**config.mk**
```make
export PLATFORM = sky130hd
export DESIGN_NAME = key_to_terminal_sequence_unit_flat
export DESIGN_NICKNAME = d
export VERILOG_FILES = /design/src/hw/rtl/ktts_pkg.sv /design/src/hw/rtl/ktts_key_if.sv /design/src/hw/rtl/ktts_res_if.sv /design/src/hw/rtl/ktts_decode.sv /design/src/hw/rtl/ktts_serializer.sv /design/src/hw/rtl/key_to_terminal_sequence_unit.sv /design/src/flat_wrapper.sv
export SDC_FILE = /design/constraint.sdc
export NUM_CORES = 1
export LEC_CHECK = 0
export BUFFER_PORTS_ARGS = -buffer_cell sky130_fd_sc_hd__buf_2
export CAP_MARGIN = 0
export CELL_PAD_IN_SITES_DETAIL_PLACEMENT = 1
export CELL_PAD_IN_SITES_GLOBAL_PLACEMENT = 2
export CORE_ASPECT_RATIO = 1.25
export CORE_MARGIN = 10
export CORE_UTILIZATION = 34
export CTS_CLUSTER_DIAMETER = 50
export DETAILED_ROUTE_END_ITERATION = 10
export PLACE_DENSITY_LB_ADDON = 0.15
export SETUP_SLACK_MARGIN = 0.2
export SYNTH_ARGS = -nofsm -noshare
export SYNTH_HDL_FRONTEND = slang
export SYNTH_SLANG_ARGS = --single-unit
export TNS_END_PERCENT = 5
```
**constraint.sdc**
```tcl
create_clock -name i_clk -period 2.8 [get_ports i_clk]
set_clock_uncertainty 0.1 [all_clocks]
set_input_delay 0.56 -clock i_clk [delete_from_list [all_inputs] [get_ports i_clk]]
set_output_delay 0.56 -clock i_clk [all_outputs]
set_load 0.005 [all_outputs]
```
**src/hw/rtl/ktts_pkg.sv**
```systemverilog
package ktts_pkg;

    // configuration register indexes
    localparam int unsigned CfgIdxW = 2;
    localparam logic [CfgIdxW-1:0] CFG_CURSOR_APP  = 2'd0;
    localparam logic [CfgIdxW-1:0] CFG_NEWLINE     = 2'd1;
    localparam logic [CfgIdxW-1:0] CFG_LOCAL_ECHO  = 2'd2;
    localparam logic [CfgIdxW-1:0] CFG_SCREEN_ROWS = 2'd3;
    localparam logic [7:0]         ROWS_RESET      = 8'd24;

    // keysyms
    localparam logic [15:0] KEY_SHIFT_L   = 16'hFFE1;
    localparam logic [15:0] KEY_SHIFT_R   = 16'hFFE2;
    localparam logic [15:0] KEY_CTRL      = 16'hFFE3;
    localparam logic [15:0] KEY_ALT       = 16'hFFE9;
    localparam logic [15:0] KEY_PAGE_DOWN = 16'hFF56;
    localparam logic [15:0] KEY_PAGE_UP   = 16'hFF55;
    localparam logic [15:0] KEY_ENTER     = 16'hFF0D;
    localparam logic [15:0] KEY_KP_ENTER  = 16'hFF8D;
    localparam logic [15:0] KEY_UP        = 16'hFF52;
    localparam logic [15:0] KEY_DOWN      = 16'hFF54;
    localparam logic [15:0] KEY_LEFT      = 16'hFF51;
    localparam logic [15:0] KEY_RIGHT     = 16'hFF53;
    localparam logic [15:0] KEY_BACKSPACE = 16'hFF08;
    localparam logic [15:0] KEY_TAB       = 16'hFF09;
    localparam logic [15:0] KEY_ESCAPE    = 16'hFF1B;
    localparam logic [15:0] KEY_END       = 16'hFF57;
    localparam logic [15:0] KEY_HOME      = 16'hFF50;
    localparam logic [15:0] KEY_DELETE    = 16'hFFFF;
    localparam logic [15:0] KEY_INSERT    = 16'hFF63;
    localparam logic [15:0] KEY_TABLE_MIN = 16'd255;

    // ascii
    localparam logic [7:0] CH_ESC   = 8'h1b;
    localparam logic [7:0] CH_CSI   = 8'h5b;
    localparam logic [7:0] CH_SS3   = 8'h4f;
    localparam logic [7:0] CH_A     = 8'h41;
    localparam logic [7:0] CH_B     = 8'h42;
    localparam logic [7:0] CH_C     = 8'h43;
    localparam logic [7:0] CH_D     = 8'h44;
    localparam logic [7:0] CH_F     = 8'h46;
    localparam logic [7:0] CH_H     = 8'h48;
    localparam logic [7:0] CH_3     = 8'h33;
    localparam logic [7:0] CH_4     = 8'h34;
    localparam logic [7:0] CH_5     = 8'h35;
    localparam logic [7:0] CH_6     = 8'h36;
    localparam logic [7:0] CH_TILDE = 8'h7e;
    localparam logic [7:0] CH_CR    = 8'h0d;
    localparam logic [7:0] CH_LF    = 8'h0a;
    localparam logic [7:0] CH_BS    = 8'h08;
    localparam logic [7:0] CH_TAB   = 8'h09;
    localparam logic [7:0] CH_LOW_A = 8'h61;
    localparam logic [7:0] CH_LOW_Z = 8'h7a;
    localparam logic [7:0] CH_RBRK  = 8'h5d;
    localparam logic [7:0] CTRL_RBRK = 8'h1d;
    localparam logic [7:0] CTRL_OFS  = 8'h60;

    typedef struct packed {
        logic       cursor_app;
        logic       newline;
        logic       local_echo;
        logic [7:0] screen_rows;
    } t_cfg;

    // decoded event, up to four results
    typedef struct packed {
        logic              action;
        logic [3:0][7:0]   bytes;
        logic signed [7:0] scroll;
        logic              echo;
        logic              clear;
        logic [1:0]        last_idx;
    } t_seq;

    typedef struct packed {
        logic            found;
        logic            arrow;
        logic [1:0]      last_idx;
        logic [3:0][7:0] bytes;
    } t_rom;

    function automatic t_rom mk_rom(input logic [1:0] last_idx, input logic arrow,
                                    input logic [7:0] b0, input logic [7:0] b1,
                                    input logic [7:0] b2, input logic [7:0] b3);
        t_rom r;
        r.found    = 1'b1;
        r.arrow    = arrow;
        r.last_idx = last_idx;
        r.bytes[0] = b0;
        r.bytes[1] = b1;
        r.bytes[2] = b2;
        r.bytes[3] = b3;
        return r;
    endfunction

    function automatic t_rom seq_lookup(input logic [15:0] key);
        t_rom r;
        r = '0;
        case (key)
            KEY_UP:        r = mk_rom(2'd2, 1'b1, CH_ESC, CH_CSI, CH_A, 8'h00);
            KEY_DOWN:      r = mk_rom(2'd2, 1'b1, CH_ESC, CH_CSI, CH_B, 8'h00);
            KEY_LEFT:      r = mk_rom(2'd2, 1'b1, CH_ESC, CH_CSI, CH_D, 8'h00);
            KEY_RIGHT:     r = mk_rom(2'd2, 1'b1, CH_ESC, CH_CSI, CH_C, 8'h00);
            KEY_BACKSPACE: r = mk_rom(2'd0, 1'b0, CH_BS, 8'h00, 8'h00, 8'h00);
            KEY_TAB:       r = mk_rom(2'd0, 1'b0, CH_TAB, 8'h00, 8'h00, 8'h00);
            KEY_ESCAPE:    r = mk_rom(2'd0, 1'b0, CH_ESC, 8'h00, 8'h00, 8'h00);
            KEY_PAGE_DOWN: r = mk_rom(2'd3, 1'b0, CH_ESC, CH_CSI, CH_6, CH_TILDE);
            KEY_PAGE_UP:   r = mk_rom(2'd3, 1'b0, CH_ESC, CH_CSI, CH_5, CH_TILDE);
            KEY_END:       r = mk_rom(2'd2, 1'b0, CH_ESC, CH_CSI, CH_F, 8'h00);
            KEY_HOME:      r = mk_rom(2'd2, 1'b0, CH_ESC, CH_CSI, CH_H, 8'h00);
            KEY_DELETE:    r = mk_rom(2'd3, 1'b0, CH_ESC, CH_CSI, CH_3, CH_TILDE);
            KEY_INSERT:    r = mk_rom(2'd3, 1'b0, CH_ESC, CH_CSI, CH_4, CH_TILDE);
            default:       r = '0;
        endcase
        return r;
    endfunction

endpackage

```
**src/hw/rtl/ktts_key_if.sv**
```systemverilog
interface ktts_key_if;
    logic        valid;
    logic        ready;
    logic [15:0] key_code;
    logic        pressed;
    logic        shift_lock;
    logic [15:0] shifted_code;

    modport source (output valid, output key_code, output pressed, output shift_lock,
                    output shifted_code, input ready);
    modport sink (input valid, input key_code, input pressed, input shift_lock,
                  input shifted_code, output ready);
endinterface

```
**src/hw/rtl/ktts_res_if.sv**
```systemverilog
interface ktts_res_if;
    logic              valid;
    logic              ready;
    logic              action;
    logic [7:0]        out_byte;
    logic signed [7:0] scroll_lines;
    logic              echo_too;
    logic              clear_scrollback;
    logic              last;

    modport source (output valid, output action, output out_byte, output scroll_lines,
                    output echo_too, output clear_scrollback, output last, input ready);
    modport sink (input valid, input action, input out_byte, input scroll_lines,
                  input echo_too, input clear_scrollback, input last, output ready);
endinterface

```
**src/hw/rtl/ktts_decode.sv**
```systemverilog
module ktts_decode (
    input  logic           i_clk,
    input  logic           i_rst_n,
    ktts_key_if.sink       i_key_if,
    input  ktts_pkg::t_cfg i_cfg,
    output ktts_pkg::t_seq o_seq,
    output logic           o_seq_valid,
    input  logic           i_seq_ready
);
    import ktts_pkg::*;

    logic        r_in_vld;
    logic [15:0] r_key_code;
    logic        r_pressed;
    logic        r_shift_lock;
    logic [15:0] r_shifted_code;
    logic        r_shift_down;
    logic        r_ctrl_down;
    logic        r_alt_down;
    logic        n_shift_down;
    logic        n_ctrl_down;
    logic        n_alt_down;

    logic        is_shift;
    logic        is_ctrl;
    logic        is_alt;
    logic        is_page;
    logic        is_enter;
    logic        has_res;
    logic        consume;
    logic [7:0]  half_rows;
    logic [7:0]  code;
    t_rom        rom;
    t_seq        seq;

    assign is_shift = (r_key_code == KEY_SHIFT_L) || (r_key_code == KEY_SHIFT_R);
    assign is_ctrl  = (r_key_code == KEY_CTRL);
    assign is_alt   = (r_key_code == KEY_ALT);
    assign is_page  = (r_key_code == KEY_PAGE_DOWN) || (r_key_code == KEY_PAGE_UP);
    assign is_enter = (r_key_code == KEY_ENTER) || (r_key_code == KEY_KP_ENTER);
    assign half_rows = {1'b0, i_cfg.screen_rows[7:1]};
    assign rom = seq_lookup(r_key_code);

    // code below the table range: shift lock wins over control
    always_comb begin
        code = r_key_code[7:0];
        if (r_shift_lock) begin
            code = r_shifted_code[7:0];
        end else if (r_ctrl_down) begin
            if (r_key_code[7:0] >= CH_LOW_A && r_key_code[7:0] <= CH_LOW_Z) begin
                code = r_key_code[7:0] - CTRL_OFS;
            end else if (r_key_code[7:0] == CH_RBRK) begin
                code = CTRL_RBRK;
            end
        end
    end

    always_comb begin
        seq      = '0;
        seq.echo = i_cfg.local_echo;
        has_res  = 1'b0;
        if (is_shift || is_ctrl || is_alt || !r_pressed) begin
            has_res = 1'b0;
        end else if (r_shift_down && is_page) begin
            has_res     = 1'b1;
            seq.action  = 1'b1;
            seq.echo    = 1'b0;
            seq.scroll  = (r_key_code == KEY_PAGE_DOWN) ? -half_rows : half_rows;
        end else if (is_enter) begin
            has_res      = 1'b1;
            seq.clear    = 1'b1;
            seq.bytes[0] = CH_CR;
            seq.bytes[1] = CH_LF;
            seq.last_idx = {1'b0, i_cfg.newline};
        end else if (r_key_code >= KEY_TABLE_MIN) begin
            has_res      = rom.found;
            seq.bytes    = rom.bytes;
            seq.last_idx = rom.last_idx;
            if (rom.arrow && i_cfg.cursor_app) begin
                seq.bytes[1] = CH_SS3;
            end
        end else begin
            has_res      = 1'b1;
            seq.bytes[0] = code;
        end
    end

    assign consume         = r_in_vld && (!has_res || i_seq_ready);
    assign o_seq_valid     = r_in_vld && has_res;
    assign o_seq           = seq;
    assign i_key_if.ready  = !r_in_vld || consume;

    always_comb begin
        n_shift_down = r_shift_down;
        n_ctrl_down  = r_ctrl_down;
        n_alt_down   = r_alt_down;
        if (consume && is_shift) begin
            n_shift_down = r_pressed;
        end
        if (consume && is_ctrl) begin
            n_ctrl_down = r_pressed;
        end
        if (consume && is_alt) begin
            n_alt_down = r_pressed;
        end
    end

    always_ff @(posedge i_clk) begin
        if (!i_rst_n) begin
            r_in_vld     <= 1'b0;
            r_shift_down <= 1'b0;
            r_ctrl_down  <= 1'b0;
            r_alt_down   <= 1'b0;
        end else begin
            r_shift_down <= n_shift_down;
            r_ctrl_down  <= n_ctrl_down;
            r_alt_down   <= n_alt_down;
            if (i_key_if.ready) begin
                r_in_vld <= i_key_if.valid;
            end
        end
    end

    always_ff @(posedge i_clk) begin
        if (i_key_if.valid && i_key_if.ready) begin
            r_key_code     <= i_key_if.key_code;
            r_pressed      <= i_key_if.pressed;
            r_shift_lock   <= i_key_if.shift_lock;
            r_shifted_code <= i_key_if.shifted_code;
        end
    end

    // modifier events never wait on the serializer
    a_ctrl_tracks: assert property (@(posedge i_clk) disable iff (!i_rst_n)
        (r_in_vld && is_ctrl) |=> (r_ctrl_down == $past(r_pressed)))
        else $error("control flag not updated");

    a_mod_no_result: assert property (@(posedge i_clk) disable iff (!i_rst_n)
        (r_in_vld && (is_shift || is_ctrl || is_alt)) |-> (!o_seq_valid && consume))
        else $error("modifier event produced a result");

endmodule

```
**src/hw/rtl/ktts_serializer.sv**
```systemverilog
module ktts_serializer (
    input  logic           i_clk,
    input  logic           i_rst_n,
    input  ktts_pkg::t_seq i_seq,
    input  logic           i_seq_valid,
    output logic           o_seq_ready,
    ktts_res_if.source     o_res_if
);
    import ktts_pkg::*;

    typedef struct packed {
        logic              action;
        logic [7:0]        out_byte;
        logic signed [7:0] scroll_lines;
        logic              echo_too;
        logic              clear_scrollback;
        logic              last;
    } t_res;

    t_seq       r_seq;
    logic       r_seq_vld;
    logic [1:0] r_idx;
    t_res       r_out;
    logic       r_out_vld;

    logic       out_adv;
    logic       emit;
    logic       at_last;
    logic       emit_last;
    t_res       n_out;

    assign out_adv     = !r_out_vld || o_res_if.ready;
    assign emit        = r_seq_vld && out_adv;
    assign at_last     = (r_idx == r_seq.last_idx);
    assign emit_last   = emit && at_last;
    assign o_seq_ready = !r_seq_vld || emit_last;

    always_comb begin
        n_out.action           = r_seq.action;
        n_out.out_byte         = r_seq.bytes[r_idx];
        n_out.scroll_lines     = r_seq.scroll;
        n_out.echo_too         = r_seq.echo;
        n_out.clear_scrollback = r_seq.clear;
        n_out.last             = at_last;
    end

    always_ff @(posedge i_clk) begin
        if (!i_rst_n) begin
            r_seq_vld <= 1'b0;
            r_idx     <= 2'd0;
            r_out_vld <= 1'b0;
        end else begin
            if (i_seq_valid && o_seq_ready) begin
                r_seq_vld <= 1'b1;
                r_idx     <= 2'd0;
            end else if (emit_last) begin
                r_seq_vld <= 1'b0;
            end else if (emit) begin
                r_idx <= r_idx + 2'd1;
            end
            if (out_adv) begin
                r_out_vld <= r_seq_vld;
            end
        end
    end

    always_ff @(posedge i_clk) begin
        if (i_seq_valid && o_seq_ready) begin
            r_seq <= i_seq;
        end
        if (emit) begin
            r_out <= n_out;
        end
    end

    assign o_res_if.valid            = r_out_vld;
    assign o_res_if.action           = r_out.action;
    assign o_res_if.out_byte         = r_out.out_byte;
    assign o_res_if.scroll_lines     = r_out.scroll_lines;
    assign o_res_if.echo_too         = r_out.echo_too;
    assign o_res_if.clear_scrollback = r_out.clear_scrollback;
    assign o_res_if.last             = r_out.last;

    a_idx_range: assert property (@(posedge i_clk) disable iff (!i_rst_n)
        r_seq_vld |-> (r_idx <= r_seq.last_idx))
        else $error("byte index past end of sequence");

    a_scroll_single: assert property (@(posedge i_clk) disable iff (!i_rst_n)
        (r_out_vld && r_out.action) |-> (r_out.last && r_out.out_byte == 8'h00
                                         && !r_out.echo_too))
        else $error("scroll result malformed");

    a_hold_stalled: assert property (@(posedge i_clk) disable iff (!i_rst_n)
        (r_seq_vld && r_out_vld && !o_res_if.ready) |=> (r_seq_vld && $stable(r_idx)))
        else $error("sequence advanced while output stalled");

endmodule

```
**src/hw/rtl/key_to_terminal_sequence_unit.sv**
```systemverilog
// key event to vt100 host byte encoder
//
// i_key_if takes one key event per transaction (keysym, pressed flag, shift lock and
// the shifted code). o_res_if gives one result per transaction: a host byte or a
// scroll command, with last set on the final result of the event.
// config is a plain write port (i_cfg_we, i_cfg_idx, i_cfg_data), to be written only
// while the block is idle; the block itself does not enforce this.
//
// an accepted event is registered, decoded into a sequence buffer, and its results
// then pass one at a time through the output register.
// throughput: one result per cycle while the receiver is ready, set by the single
// output register. an event of n results (n from 1 to 4) holds the serializer
// until its last result is out; events without a result (modifiers, key releases,
// unmapped keys) are consumed in the decoder and never reach the serializer.
// the input side keeps accepting while the buffer or output register is full,
// as long as the decode stage can hand its event on.
//
// reset clears the held modifier flags, all valid flags and the config registers
// (screen_rows back to 24). when the receiver stalls, the output holds and the
// stall backs up through the sequence buffer to i_key_if.ready.
module key_to_terminal_sequence_unit (
    input  logic                            i_clk,
    input  logic                            i_rst_n,
    ktts_key_if.sink                        i_key_if,
    ktts_res_if.source                      o_res_if,
    input  logic                            i_cfg_we,
    input  logic [ktts_pkg::CfgIdxW-1:0]    i_cfg_idx,
    input  logic [7:0]                      i_cfg_data
);
    import ktts_pkg::*;

    t_cfg r_cfg;
    t_seq seq;
    logic seq_valid;
    logic seq_ready;

    // config registers
    always_ff @(posedge i_clk) begin
        if (!i_rst_n) begin
            r_cfg.cursor_app  <= 1'b0;
            r_cfg.newline     <= 1'b0;
            r_cfg.local_echo  <= 1'b0;
            r_cfg.screen_rows <= ROWS_RESET;
        end else if (i_cfg_we) begin
            case (i_cfg_idx)
                CFG_CURSOR_APP:  r_cfg.cursor_app  <= i_cfg_data[0];
                CFG_NEWLINE:     r_cfg.newline     <= i_cfg_data[0];
                CFG_LOCAL_ECHO:  r_cfg.local_echo  <= i_cfg_data[0];
                CFG_SCREEN_ROWS: r_cfg.screen_rows <= i_cfg_data;
                default: ;
            endcase
        end
    end

    // event register, modifier tracking and sequence decode
    ktts_decode u_decode (
        .i_clk       (i_clk),
        .i_rst_n     (i_rst_n),
        .i_key_if    (i_key_if),
        .i_cfg       (r_cfg),
        .o_seq       (seq),
        .o_seq_valid (seq_valid),
        .i_seq_ready (seq_ready)
    );

    // sequence buffer and output register, one result per cycle while the receiver is ready
    ktts_serializer u_serializer (
        .i_clk       (i_clk),
        .i_rst_n     (i_rst_n),
        .i_seq       (seq),
        .i_seq_valid (seq_valid),
        .o_seq_ready (seq_ready),
        .o_res_if    (o_res_if)
    );

endmodule

```
**src/flat_wrapper.sv**
```systemverilog
// flat-port wrapper written by rule: the top's interface ports become plain ports
module key_to_terminal_sequence_unit_flat import ktts_pkg::*;
  (i_clk, i_rst_n, i_cfg_we, i_cfg_idx, i_cfg_data, i_key_if_valid, i_key_if_key_code, i_key_if_pressed, i_key_if_shift_lock, i_key_if_shifted_code, i_key_if_ready, o_res_if_valid, o_res_if_action, o_res_if_out_byte, o_res_if_scroll_lines, o_res_if_echo_too, o_res_if_clear_scrollback, o_res_if_last, o_res_if_ready);
  ktts_key_if i_key_if_i ();
  ktts_res_if o_res_if_i ();
  input  logic i_clk;
  input  logic i_rst_n;
  input  logic i_cfg_we;
  input  logic [ktts_pkg::CfgIdxW-1:0] i_cfg_idx;
  input  logic [7:0] i_cfg_data;
  input wire logic [$bits(i_key_if_i.valid)-1:0] i_key_if_valid;
  input wire logic [$bits(i_key_if_i.key_code)-1:0] i_key_if_key_code;
  input wire logic [$bits(i_key_if_i.pressed)-1:0] i_key_if_pressed;
  input wire logic [$bits(i_key_if_i.shift_lock)-1:0] i_key_if_shift_lock;
  input wire logic [$bits(i_key_if_i.shifted_code)-1:0] i_key_if_shifted_code;
  output wire logic [$bits(i_key_if_i.ready)-1:0] i_key_if_ready;
  output wire logic [$bits(o_res_if_i.valid)-1:0] o_res_if_valid;
  output wire logic [$bits(o_res_if_i.action)-1:0] o_res_if_action;
  output wire logic [$bits(o_res_if_i.out_byte)-1:0] o_res_if_out_byte;
  output wire logic [$bits(o_res_if_i.scroll_lines)-1:0] o_res_if_scroll_lines;
  output wire logic [$bits(o_res_if_i.echo_too)-1:0] o_res_if_echo_too;
  output wire logic [$bits(o_res_if_i.clear_scrollback)-1:0] o_res_if_clear_scrollback;
  output wire logic [$bits(o_res_if_i.last)-1:0] o_res_if_last;
  input wire logic [$bits(o_res_if_i.ready)-1:0] o_res_if_ready;
  assign i_key_if_i.valid = i_key_if_valid;
  assign i_key_if_i.key_code = i_key_if_key_code;
  assign i_key_if_i.pressed = i_key_if_pressed;
  assign i_key_if_i.shift_lock = i_key_if_shift_lock;
  assign i_key_if_i.shifted_code = i_key_if_shifted_code;
  assign i_key_if_ready = i_key_if_i.ready;
  assign o_res_if_valid = o_res_if_i.valid;
  assign o_res_if_action = o_res_if_i.action;
  assign o_res_if_out_byte = o_res_if_i.out_byte;
  assign o_res_if_scroll_lines = o_res_if_i.scroll_lines;
  assign o_res_if_echo_too = o_res_if_i.echo_too;
  assign o_res_if_clear_scrollback = o_res_if_i.clear_scrollback;
  assign o_res_if_last = o_res_if_i.last;
  assign o_res_if_i.ready = o_res_if_ready;
  key_to_terminal_sequence_unit u_core (.i_clk(i_clk), .i_rst_n(i_rst_n), .i_key_if(i_key_if_i), .o_res_if(o_res_if_i), .i_cfg_we(i_cfg_we), .i_cfg_idx(i_cfg_idx), .i_cfg_data(i_cfg_data));
endmodule
```
==> metrics.yaml <==
job:
  drv_cap: 0
setup_path:
  path_max_fanout: 5
  cp_data_arrival_time_ps: 2230
  start_kind: "flip-flop"
  path_class: "reg -> out"
  endpoint_kind: "output port"
  critPathRequiredTime_ps: 2140
global_route:
  grt_pass1_wl_mm: 14.9
  track_usage_pct: 10.9
  grt_start_max_net_pins: 34
  grt_pass1_vias: 2941
  antenna_found_initial: 0
  grt-ovfl-total: 0
floorplanning:
  chipWidth_um: 120
  io_pins: 71
  initial_core_util_pct: 34.8
  die-area_um2: 17300
  dieHeight_um: 145
  core_area_um2: 12200
  rows: 45
sta:
  setup-violations-final: 1
  setup_ws_ps: -94.8
  hold_viol: 0
  slew_violations: 0
  worstMarginPinSlew_ps: 1010
  period_minus_slack_ps: 2890
  max_slew_margin_pct: 32.2
  setup_tns_ps: -94.8
  fmax_mhz: 345
  fin_crit_sh_pct: 103
  rsz0062_at_grt: "true"
cells_and_area:
  final_common_cell: "edfxtp_1"
  area_growth_pct: 26.5
  drive_gt1_share_pct: 34.1
  fin_nets: 474
  fin_area_um2: 5360
  mostFrequentLayoutCells: "77 x edfxtp_1, 61 x buf_2, 38 x nand2_1"
  antennaDiodeCount: 0
clock_network:
  h-tree-depth: 3
  clkTransAtPathRegs_ps: 70
  cts_buffer_depth: 2
  hold_buffers: 0
  cts.sinks: 94
  clock_tree.root_cell: "clkbuf_16"
  cts_made_buffers: 9
  clk_latency_ps: 340
  cts_tree: "done"
synthesis:
  synthSimpleGateAreaFrac_pct: 18.9
  synth-compound-area-share_pct: 7.72
  postSynthCellCount: 327
  synthMuxAreaShare_pct: 5.70
  ys_seq_area_share_pct: 62.7
  synth_cell_type_count: 59
  syn_nets: 378
  synth.avg_cell_area_um2: 12.9
  ys_seq_elements: 94
  synth_edf_count: 77
  ys.flop_type: "edfxtp_1"
  yosysWarnings: 0
  yosys.area_share.xor_xnor_pct: 2.07
  synthAdderAreaFrac_pct: 0.591
  synth_top_family_by_area: "simple AND/OR/NAND/NOR gates"
  postSynth.asyncResetShare_pct: 0
  synth_area_um2: 4230
route:
  vias: 2803
  detail_route.drc_violations: 0
  antenna_left: 0
  drt_iter0_drc: 89
  wire_per_inst_um: 15.9
  totalWireLength_mm: 9.42
  avgViaCountPerCell: 4.73
  firstDrtPassIters: 4
power:
  max-vdd-ir-drop_mv: 0.327
  power_w: 0.00299
  power.leakage_nw: 2.03
  powerDensity_nw_per_um2: 558
place:
  hpwl_mm: 7.09
  gp_congestion: 0.818
  dpl_cell_area_um2: 4860
  portBuffers: 62
worst_hold_path:
  hold_path.class: "in -> reg"
outcome:
  status: "finished with violations"
  violations: "setup timing"
## power breakdown
group | internal (W) | switching, W | leakage [nW]
clock | 0.000694 | 0.000518 | 0.142
combinational | 0.0000999 | 0.0000988 | 1.01
sequential | 0.00154 | 0.0000389 | 0.880
total | 0.00233 | 0.000655 | 2.03
## what timing repair did
| action | in CTS | in global routing |
|---|---|---|
| cloned | 0 | 2 |
| setup endpoints to repair | 27 | 46 |
| buffers inserted | 1 | 12 |
| gates resized for setup | 0 | 13 |
| pin swaps | 1 | 6 |
| hold endpoints to repair | 0 | 0 |
## cell usage after synthesis (all sizes together), types with 3 or more instances
cell type | instances | area share, %
mux2i | 14 | 3.3
a31oi | 3 | 0.44
and3 | 3 | 0.56
nor2b | 9 | 1.3
nand3b | 6 | 1.1
clkbuf | 6 | 0.53
mux4 | 4 | 2.1
a21boi | 6 | 1.2
a21oi | 13 | 1.8
buf | 4 | 0.62
nor4 | 5 | 1.4
nand3 | 9 | 1.1
o21ai | 10 | 1.3
dfxtp | 17 | 8.0
and2 | 5 | 0.74
nand2 | 40 | 3.6
nor2 | 25 | 2.3
o21a | 4 | 0.71
nand4 | 7 | 1.7
xnor2 | 9 | 1.9
inv | 13 | 1.2
edfxtp | 77 | 55
nor3 | 9 | 1.6
## final cells by class
type | instances | area, µm²
Fill cell | 1319 | 6810
Sequential cell | 94 | 2650
Multi-Input combinational cell | 210 | 1520
Timing Repair Buffer | 95 | 628
Clock buffer | 9 | 225
Tap cell | 164 | 205
Clock inverter | 7 | 71.3
Inverter | 13 | 48.8
## stage by stage
step	util, %	hold WS (ps)	worst slack [ps]	std cells
after global placement	40.0	301	168	561
after detailed placement	40.0	306	139	561
after floorplan	-	300	-166	327
after CTS	42.5	281	-200	578
final	44.0	291	-94.8	592
after global routing	44.0	279	-235	592
## worst max-delay path: stages, from the launching register on
cell and delay [ps]:
edfxtp_1 460, buf_4 180, buf_6 120, nand4_1 120, nor3_4 70, o41ai_2 420, and3_4 300, a21oi_4 60
inv_2 80, buf_6 90
## layer usage
layer | wire (µm) | vias up | share of wire [%] | track usage, %
met5 | 0 | - | 0 | 0
met4 | 129 | 0 | 1.4 | 4.01
met3 | 336 | 11 | 3.6 | 2.83
met2 | 4980 | 44 | 53 | 19.4
met1 | 3980 | 1346 | 42 | 12.2
li1 | - | 1402 | - | -
## cell families after synthesis
group	Yosys count
AND/OR/NAND/NOR	133
flip-flops	94
AO/OA/AOI/OAI	46
buffers and inverters	23
multiplexers	19
XOR/XNOR	10
adder cells (fa/ha/maj)	2
## sequential cells by signal (all words and copies together) (netlist names), 2 cells and up
| register | count |
|---|---|
| u_core.r_cfg | 10 |
| u_core.u_serializer.o_res_if.out_byte | 8 |
| u_core.u_serializer.r_idx | 2 |
| u_core.u_serializer.r_seq | 20 |
| u_core.u_decode.r_shifted_code | 8 |
| u_core.u_decode.r_key_code | 16 |
| u_core.u_serializer.o_res_if.scroll_lines | 8 |
| u_core.u_serializer.n_out | 11 |
## final timing paths
path	slack, ps	start	to	cells after the start
min	290	i_key_if_key_code[2]	u_core.u_decode.r_key_code[2]	1
max reg2reg	200	u_core.u_decode.r_key_code[2]	u_core.u_serializer.r_seq[21]	7
min reg2reg	320	u_core.u_serializer.n_out[1]	u_core.u_serializer.o_res_if.clear_scrollback	0
max	-90	u_core.u_decode.r_key_code[5]	i_key_if_ready	9
No activity file was read; power rests on OpenSTA's default activity.
